==> config.mk <==
export PLATFORM = sky130hd
export DESIGN_NAME = swm_cell
export DESIGN_NICKNAME = d
export VERILOG_FILES = /design/src/rtl/swm_pkg.sv /design/src/rtl/swm_cell.sv
export SDC_FILE = /design/constraint.sdc
export NUM_CORES = 1
export LEC_CHECK = 0
export BUFFER_PORTS_ARGS = -buffer_cell sky130_fd_sc_hd__clkbuf_2
export CELL_PAD_IN_SITES_DETAIL_PLACEMENT = 0
export CELL_PAD_IN_SITES_GLOBAL_PLACEMENT = 1
export CORE_ASPECT_RATIO = 1.75
export CORE_MARGIN = 1
export CORE_UTILIZATION = 41
export CTS_CLUSTER_DIAMETER = 200
export DETAILED_ROUTE_END_ITERATION = 12
export GPL_TIMING_DRIVEN = 0
export PLACE_DENSITY_LB_ADDON = 0.15
export SLEW_MARGIN = 40
export SYNTH_ARGS = -nofsm -noshare
export SYNTH_HDL_FRONTEND = slang
export SYNTH_SLANG_ARGS = --single-unit
export TNS_END_PERCENT = 30
==> constraint.sdc <==
create_clock -name clk -period 5.2 [get_ports clk]
set_input_delay 0.52 -clock clk [delete_from_list [all_inputs] [get_ports clk]]
set_output_delay 0.52 -clock clk [all_outputs]
set_load 0.005 [all_outputs]
==> src/rtl/swm_pkg.sv <==
// swm_pkg: shared types and constants for the sliding window minimum block.
// No dependencies; used by swm_cell and sliding_window_minimum.
package swm_pkg;

  localparam int SAMPLE_W = 32;
  localparam int CFG_W    = 7;
  localparam int CFG_BYTES_W = 8;

  typedef logic signed [SAMPLE_W-1:0] sample_t;

  // per-cycle control broadcast to every cell
  typedef struct packed {
    logic shift;   // a word is accepted this cycle
    logic clear;   // accepted word starts a new sequence
    logic cfg_we;  // window length is written this cycle
  } cell_ctrl_t;

endpackage

==> src/rtl/swm_cell.sv <==
// swm_cell: one stage of the prefix-minimum chain plus its output tap bit.
// Depends on swm_pkg.
module swm_cell (
  input  logic                 clk,
  input  logic                 rst_n,
  input  swm_pkg::cell_ctrl_t  ctrl,
  input  swm_pkg::sample_t     sample,    // accepted sample
  input  swm_pkg::sample_t     prev_min,  // neighbor's held minimum
  input  logic                 tap_nxt,   // this cell is the window tap
  output swm_pkg::sample_t     min_r,     // min of the last (index+1) samples
  output swm_pkg::sample_t     tap_word   // min_r when tapped, else zero
);

  swm_pkg::sample_t min_nxt;
  logic             tap_r;

  // new sequence drops older samples; otherwise extend neighbor's range by one
  always_comb begin
    if (ctrl.clear || (sample < prev_min)) begin
      min_nxt = sample;
    end else begin
      min_nxt = prev_min;
    end
  end

  always_ff @(posedge clk) begin
    if (ctrl.shift) begin
      min_r <= min_nxt;
    end
  end

  always_ff @(posedge clk) begin
    if (!rst_n) begin
      tap_r <= 1'b0;
    end else if (ctrl.cfg_we) begin
      tap_r <= tap_nxt;
    end
  end

  assign tap_word = tap_r ? min_r : '0;

endmodule
Word-level counts from Yosys, hierarchy flattened
Cells that the tools add are included.
{"block": "totals", "in_bits": 70, "reg_bits": 33, "elab_cells": 6, "output_inout_bits": 64}
{"block": "classes", "magnitude_cmp": 1, "muxes": 2, "n_reduce_logical": 1}
{"cell": "two-way mux 32 bit", "count": 2}
{"cell": "< comparator 32 bit", "count": 1}
{"cell": "logical OR 1 bit", "count": 1}

Longest topological paths before layout
Gate-level depths: netlist of the first run.
{"block": "logic_depth", "ltp_word": 3, "mapped_depth": 11}

Worst setup path after synthesis of the first run
No wires, ideal clock.
{"block": "synth_path", "kind": "input -> register", "start": "in prev_min[30]", "end": "reg min_r[26], data pin", "arrival_ps": 2271, "setup_slack_ps": 2660, "cell_stages": 11, "n_path_buf": 2, "required_ps": 4931, "cell_sequence": "inv_1 > ha_1 > a21oi_1 > nand2_1 > a221o_2 > nor3_4 > buf_6 > buf_8 > a21oi_2 > a221oi_2 > o211ai_1"}
{"block": "synth_via", "elab_chain_len": 3}
{"element": "from (decl)", "line_no": "swm_cell.sv:8", "rtl": "input swm_pkg::sample_t prev_min,"}
{"element": "< comparator 32 bit", "line_no": "swm_cell.sv:19", "rtl": "if (ctrl.clear || (sample < prev_min)) begin"}
{"element": "logical OR 1 bit", "line_no": "swm_cell.sv:19"}
{"element": "two-way mux 32 bit", "line_no": "swm_cell.sv:19"}
{"element": "named net min_nxt[26]", "line_no": "swm_cell.sv:14", "rtl": "swm_pkg::sample_t min_nxt;"}
{"element": "to (signal assigned)", "line_no": "swm_cell.sv:28", "rtl": "min_r <= min_nxt;"}
{"element": "to (decl)", "line_no": "swm_cell.sv:10", "rtl": "output swm_pkg::sample_t min_r,"}
The timed path passes the listed nets, and every way through them passes these cells.
A chain may end at the register's enable or synchronous reset.

Worst setup path after layout of the first run
{"block": "layout_path", "start": "in prev_min[31]", "end": "reg min_r[31], data pin"}
{"block": "layout_via", "elab_chain_len": 3}
{"element": "< comparator 32 bit", "line_no": "swm_cell.sv:19"}
{"element": "logical OR 1 bit", "line_no": "swm_cell.sv:19"}
{"element": "two-way mux 32 bit *", "line_no": "swm_cell.sv:19"}
{"element": "named net min_nxt[31]", "line_no": "swm_cell.sv:14"}
Mark *: on every way through the listed nets, which the timed path passes. The rest lies on a longest branch.

==> results of run 1 <==
[cell usage in the layout (no fill, tap or decap), drive strengths merged, types with 31 or more instances in the layout]
| master | synthesis | routed |
|---|---|---|
| clkbuf | 30 | 170 |
| a21oi | 44 | 44 |
| nand2 | 36 | 36 |
| nand2b | 33 | 33 |
| nor3 | 33 | 33 |
| and2 | 32 | 32 |
| nand3b | 32 | 32 |
| edfxtp | 32 | 32 |
| inv | 31 | 31 |
| ha | 31 | 31 |
[sequential cells by signal, summed over array words and instances, names as in the netlist]
| name | cells |
|---|---|
| tap_r | 1 |
| min_r | 32 |
[critical path, cell delays in order]
cell	delay, ps
clkbuf_2	110
inv_1	60
ha_1	370
clkbuf_1	320
clkbuf_1	380
clkbuf_1	480
nor3_1	100
a221oi_1	280
o211ai_1	180
[per-layer routing]
layer	share of wire, %	track usage (%)	vias up
met5	0	0	-
met4	3.0	13.2	0
met3	4.5	2.79	31
met2	56	51.8	176
met1	37	28.9	2050
li1	-	-	2039
[cell families (layout without fill, tap and decap cells)]
family | after synthesis | after routing | synth area share, %
AO/OA/AOI/OAI | 119 | 119 | 26.4
buffers and inverters | 74 | 214 | 8.98
multiplexers | 1 | 1 | 0.244
AND/OR/NAND/NOR | 214 | 214 | 31.0
flip-flops | 33 | 33 | 24.0
adder cells (fa/ha/maj) | 31 | 31 | 9.47
[path summary, 6_finish.rpt]
kind | to | depth (start not counted) | startpoint
max | min_r[31]$_DFFE_PP_ | 9 | prev_min[31]
min | tap_r$_SDFFE_PN0P_ | 2 | rst_n
max reg2reg | tap_r$_SDFFE_PN0P_ | 2 | tap_r$_SDFFE_PN0P_
min reg2reg | tap_r$_SDFFE_PN0P_ | 2 | tap_r$_SDFFE_PN0P_
[power breakdown]
| group | switching (mW) | total [mW] | internal (mW) |
|---|---|---|---|
| clock | 0.117 | 0.295 | 0.178 |
| combinational | 0.254 | 0.448 | 0.194 |
| sequential | 0.0147 | 0.353 | 0.338 |
[through the flow]
step	hold slack, ps	std cells	setup WS (ps)	instance area (µm²)
floorplan	533	472	2660	4100
global placement	573	726	2150	4910
detailed placement	619	726	2140	4910
CTS	447	734	2430	5050
global route	456	734	2100	5050
finish	447	734	2400	5050
[final cells by class]
type	instances	area, µm²	area share [%]
clock buffers	8	136	2.70
flip-flops and latches	33	981	19.4
repair buffers	132	663	13.1
plain buffers	43	251	4.98
well taps	122	153	3.02
multi-input cells	365	2750	54.4
inverters	31	116	2.31
==> results by group, run 1 <==
Worst setup path
  – CP Launch Type: input port
  – Data required, critical path: 5210 ps
  – Nature of the critical path endpoint: flip-flop
  – Setup Crit Path Kind: input port to flip-flop
  – Slack of the worst reg-to-reg path: 4510 ps
  – Maximum net fanout on the critical path: 10
  – WP data arrival: 2810 ps

Die
  – Vertical die dimension: 134 µm
  – Placement Rows: 47
  – Core Box Area: 9590 µm²
  – Count of pins on the block boundary: 134
  – Die outline width: 77.6 µm
  – Starting density of the core: 42.7%
  – Die area: 10400 µm²

Timing
  – Highest clock frequency the design can meet: 357 MHz
  – RSZ-0062 raised after global routing: false
  – Final count of hold timing violations: 0
  – Share of the clock period used by the worst path: 53.9%
  – Slew at the pin closest to its max-slew limit: 627 ps
  – Fin. max-slew vios: 0
  – Clock period minus final worst setup slack: 2800 ps
  – Setup Viol. Count Final: 0
  – Max Clock Skew: 0 ps
  – Final-layout setup total negative slack: 0 ps
  – Worst rel slew slack: 58.2%

Synth
  – Cells after Synth: 472
  – Number of distinct library cell variants in the gate-level netlist after synthesis: 39
  – Sequential cell area fraction in the yosys report: 24.0%
  – Most frequent cells after synthesis: nand2_1, nand2b_1, and2_1, edfxtp_1, nand3b_1
  – Flip-flop and latch count after synthesis: 33
  – Async set-reset flop share out of synthesis: 0%
  – Synth top area share: 23.5%
  – Netlist area before placement: 4100 µm²
  – Library cell with the largest summed area after synthesis: edfxtp_1
  – Most area-consuming cells after synthesis: edfxtp_1, a221oi_2, ha_1, nand3b_1, o211ai_1
  – Most numerous cell in the Yosys netlist: nand2_1
  – Synthesized area divided by synthesized cell count: 8.68 µm²
  – Commonest register cell after synthesis: edfxtp_1
  – Post-synth EDFFs: 32
  – Total of warnings raised by yosys: 0
  – Net count after synthesis: 573

Finish
  – Number of antenna diodes: 0
  – Total Nets Final: 712
  – Utilization of the core after routing: 52.7%
  – Ratio of cells with drive above 1 in the final layout: 33.3%
  – Layout overhead on the synthesized area: 23.3%
  – Fill cells: 972

Detailed routing
  – Drt first-iter violations: 188
  – Vias per cell: 5.85
  – Vias: 4296
  – Wire length reported by the detailed router: 13900 µm
  – Remaining routing DRC violations: 0
  – Number of antenna-violating nets in the routed design: 0
  – Detailed-route wire length per cell: 18.9 µm
  – TritonRoute pass-1 iters: 5

Power
  – Total Power: 1.10 mW
  – Leakage: 2.23 nW
  – Maximum vdd ir drop: 0.000145 V
  – Power Dens Cells: 217 nW/µm²

Clocking
  – CTS sink cnt: 33
  – Hold buffer count at cts: 0
  – Worst-Skew Late Latency: 280 ps
  – Clock transition time at the flip-flop clock pins of the worst setup and hold paths: 60 ps
  – Deepest level of the CTS H-tree: 2
  – Count of instances resized after the clock tree is built: 0
  – Postcts setup bufs: 0
  – Maximum clock path buffer count: 2
  – Clock buffers created by TritonCTS: 5
  – CTS tree: built
  – Clock tree root buffer cell: clkbuf_16

Placement
  – Buffers added on ports: 132
  – Post-DP HPWL: 10300 µm
  – RD Place Congestion: 0.849

GRT
  – First-pass GRT wire length: 21900 µm
  – Pin count of the biggest net entering global routing: 33
  – Total GRT Usage: 27.1%
  – Initial antenna violation count: 0
  – Number of global-route vias before repair: 4309
  – Overall overflow remaining after global route: 0

Flow run
  – # Max-Cap Violations: 0

Worst hold path
  – Class of the tightest hold or removal check: input port to flip-flop

Status
  – Outcome: completed
No activity file was read; power rests on OpenSTA's default activity.
==> run 2: changes to the inputs <==
CORE_UTILIZATION = 38   (was 41)
clock period = 2.84 ns   (was 5.2 ns; I/O delays follow)
==> run 2 against run 1 <==
  * Sequential power grew 83%
  * Combinational power up 84%
  * Cell area up 0.35%
  * Total power grew 86%
  * First-iteration DRC count fell by 0.53%
  * Largest cell class unchanged
  * Register-to-register slack worse by 2400 ps
  * Utilization shrank 3.8 points
  * Global-route usage fell by 1.0 points
  * Die area is 7.7% higher
==> results by group, run 2 (synthesis gave the netlist of run 1 again) <==
Power
  – Maximum vdd ir drop: 0.000249 V (+72%)
  – Relative contribution of sequential cells to total power: 31.6% (-0.6 points)
  – Comb power frac: 40.3% (-0.6 points)
  – Clock share of power: 28.0% (+1.0 points)
  – Leakage: 2.24 nW (+0.41%)
  – Power Dens Cells: 403 nW/µm² (+85%)
  – Psw: 0.714 mW (+85%)
  – Total Power: 2.04 mW (+86%)
  – Cell internal power dissipation: 1.33 mW (+87%)
  – Net Sw Frac: 35.0% (-0.16 points)

Worst setup path
  – Combined buffer and inverter count along the critical path: 3 (-2)
  – Worst reg2reg path depth: 2 (unchanged)
  – Most frequent CP cell: nor3_4
  – Slack of the worst reg-to-reg path: 2150 ps (-2360 ps)
  – Setup Crit Path Kind: input port to flip-flop
  – Slowest stage cell on the critical path: ha_1
  – Maximum net fanout on the critical path: 10 (unchanged)
  – Ordered list of cells on the worst path: clkbuf_2 > inv_1 > ha_1 > nand4_2 > nor3_4 > a221o_2 > nor3_4 > clkbuf_1 > and3_1 > a221oi_2 > o211ai_1
  – WP data arrival: 2590 ps (-220 ps)
  – Nature of the critical path endpoint: flip-flop
  – Reg-to-reg critical path startpoint: tap_r$_SDFFE_PN0P_
  – Reg-to-reg critical path endpoint: tap_r$_SDFFE_PN0P_
  – Data required, critical path: 2840 ps (-2370 ps)
  – CP Launch Type: input port
  – Worst stage delay on the critical path: 370 ps (-110 ps)
  – Dominant delay contributor by cell family on the critical path: simple AND/OR/NAND/NOR gates

Timing
  – Clock period minus final worst setup slack: 2590 ps
  – Fin. max-slew vios: 0 (unchanged)
  – RSZ-0062 raised after global routing: false
  – Worst rel slew slack: 58.1% (-0.090 points)
  – Slew at the pin closest to its max-slew limit: 629 ps (+1.35 ps)
  – Share of the clock period used by the worst path: 91.3%
  – Highest clock frequency the design can meet: 386 MHz
  – Final count of hold timing violations: 0 (unchanged)
  – Setup Viol. Count Final: 0 (unchanged)
  – Max Clock Skew: 0 ps (unchanged)

GRT
  – Most Crowded Layer GR: met2
  – Total GRT Usage: 26.1% (-1.0 points)
  – Initial antenna violation count: 0 (unchanged)
  – Pin count of the biggest net entering global routing: 33 (unchanged)
  – Overall overflow remaining after global route: 0 (unchanged)
  – Global-route met1 utilization: 28.2% (-0.65 points)
  – Met3 GRT Util: 3.21% (+0.42 points)
  – First-pass GRT wire length: 22400 µm (+2.2%)
  – Number of global-route vias before repair: 4434 (+2.9%)
  – Met2 track demand over resource: 48.7% (-3.1 points)

Die
  – Die area: 11200 µm² (+7.7%)
  – Die outline width: 80.5 µm (+3.8%)
  – Starting density of the core: 39.5% (-3.2 points)
  – Placement Rows: 49 (+4.3%)
  – Core Box Area: 10400 µm² (+8.1%)
  – Count of pins on the block boundary: 134 (unchanged)
  – Vertical die dimension: 139 µm (+3.8%)

Clocking
  – Worst-Skew Late Latency: 280 ps (about the same)
  – Clock buffers created by TritonCTS: 5 (unchanged)
  – Hold buffer count at cts: 0 (unchanged)
  – Maximum clock path buffer count: 2 (unchanged)
  – CTS tree: built
  – Deepest level of the CTS H-tree: 2 (unchanged)
  – Clock tree root buffer cell: clkbuf_16
  – CTS sink cnt: 33 (unchanged)
  – Clock transition time at the flip-flop clock pins of the worst setup and hold paths: 60 ps (about the same)

Flow run
  – # Max-Cap Violations: 0 (unchanged)

Detailed routing
  – Remaining routing DRC violations: 0 (unchanged)
  – Detailed-route wire length per cell: 19.0 µm (+0.71%)
  – Vias per cell: 5.78 (-1.2%)
  – Vias: 4275 (-0.49%)
  – TritonRoute pass-1 iters: 5 (unchanged)
  – Wire length reported by the detailed router: 14000 µm (+1.4%)
  – Number of antenna-violating nets in the routed design: 0 (unchanged)
  – Drt first-iter violations: 187 (-0.53%)

Finish
  – Final cell area excluding filler cells: 5060 µm² (+0.35%)
  – Top Registers: min_r x32, tap_r x1
  – Most common cell after layout, fill and taps aside: clkbuf_2
  – Ratio of cells with drive above 1 in the final layout: 33.7% (+0.33 points)
  – Max FFs per register: 32 (unchanged)
  – Number of antenna diodes: 0 (unchanged)
  – Layout overhead on the synthesized area: 23.7%
  – Highest-count cells in the layout ignoring fill and taps: clkbuf_2, nand2_1, nand2b_1
  – Largest reg by FF count: min_r
  – Total Nets Final: 712 (unchanged)

Placement
  – Buffers added on ports: 132 (unchanged)
  – RD Place Congestion: 0.837 (-1.4%)
  – Post-DP HPWL: 10500 µm (+2.1%)
  – Post-placement cell area: 4910 µm² (about the same)

Worst hold path
  – Startpoint of the most critical hold path: rst_n
  – Class of the tightest hold or removal check: input port to flip-flop
  – Sink of the worst hold path: tap_r$_SDFFE_PN0P_
  – Number of cells traversed by the worst hold path: 2 (unchanged)

Status
  – Outcome: completed
[run 2: cell types whose count changed in the layout (fill, tap and decap cells not counted), sizes merged]
| cell | before | now |
|---|---|---|
| clkbuf | 170 | 169 |
| buf | 13 | 14 |
[run 2: stage by stage]
step	instances	util [%]	setup TNS [ps]	hold slack, ps	setup slack [ps]
5_1_grt	739	48.9	0	223	117
2_1_floorplan	472	-	0	396	536
3_5_place_dp	731	47.4	-158	512	-38.5
6_report	739	48.9	0	213	247
4_1_cts	739	48.8	0	219	254
3_3_place_gp	731	47.4	0	501	15.0
[run 2: power by group through the flow]
stage / registers (mW) / logic (mW) / clock network [mW]
detailed placement: 0.657 / 0.822 / 0
global placement: 0.652 / 0.805 / 0
CTS: 0.647 / 0.826 / 0.579
finish: 0.645 / 0.823 / 0.571
global route: 0.656 / 0.908 / 0.588
floorplan: 0.661 / 0.502 / 0
[run 2: per-layer routing]
metal | vias to the layer above | routed length (µm)
li1 | 2039 | -
met1 | 2036 | 5240
met2 | 171 | 7710
met3 | 29 | 674
met4 | 0 | 422
met5 | - | 0
[run 2: cell type report]
cell class / instances / area (µm²)
Timing Repair Buffer: 132 / 663
Sequential cell: 33 / 981
Clock buffer: 8 / 146
Tap cell: 127 / 159
Inverter: 31 / 116
Fill cell: 1045 / 5300
Multi-Input combinational cell: 365 / 2750
Buffer: 43 / 253
[run 2: how the worst max path moves through the flow]
stage                  from                  end  slack [ps]  cells past startpoint
5_1_grt        prev_min[31]  min_r[15]$_DFFE_PP_         120                     11
3_3_place_gp   prev_min[31]  min_r[31]$_DFFE_PP_          20                      9
4_1_cts        prev_min[31]   min_r[1]$_DFFE_PP_         250                      9
3_5_place_dp   prev_min[31]  min_r[31]$_DFFE_PP_         -40                      9
6_report       prev_min[31]  min_r[15]$_DFFE_PP_         250                     11
2_1_floorplan  prev_min[30]  min_r[26]$_DFFE_PP_         540                     11
[run 2: timing repair]
action	4_1_cts	5_1_grt
setup buffers	0	0
resized for setup	0	2
setup endpoints to repair	0	2
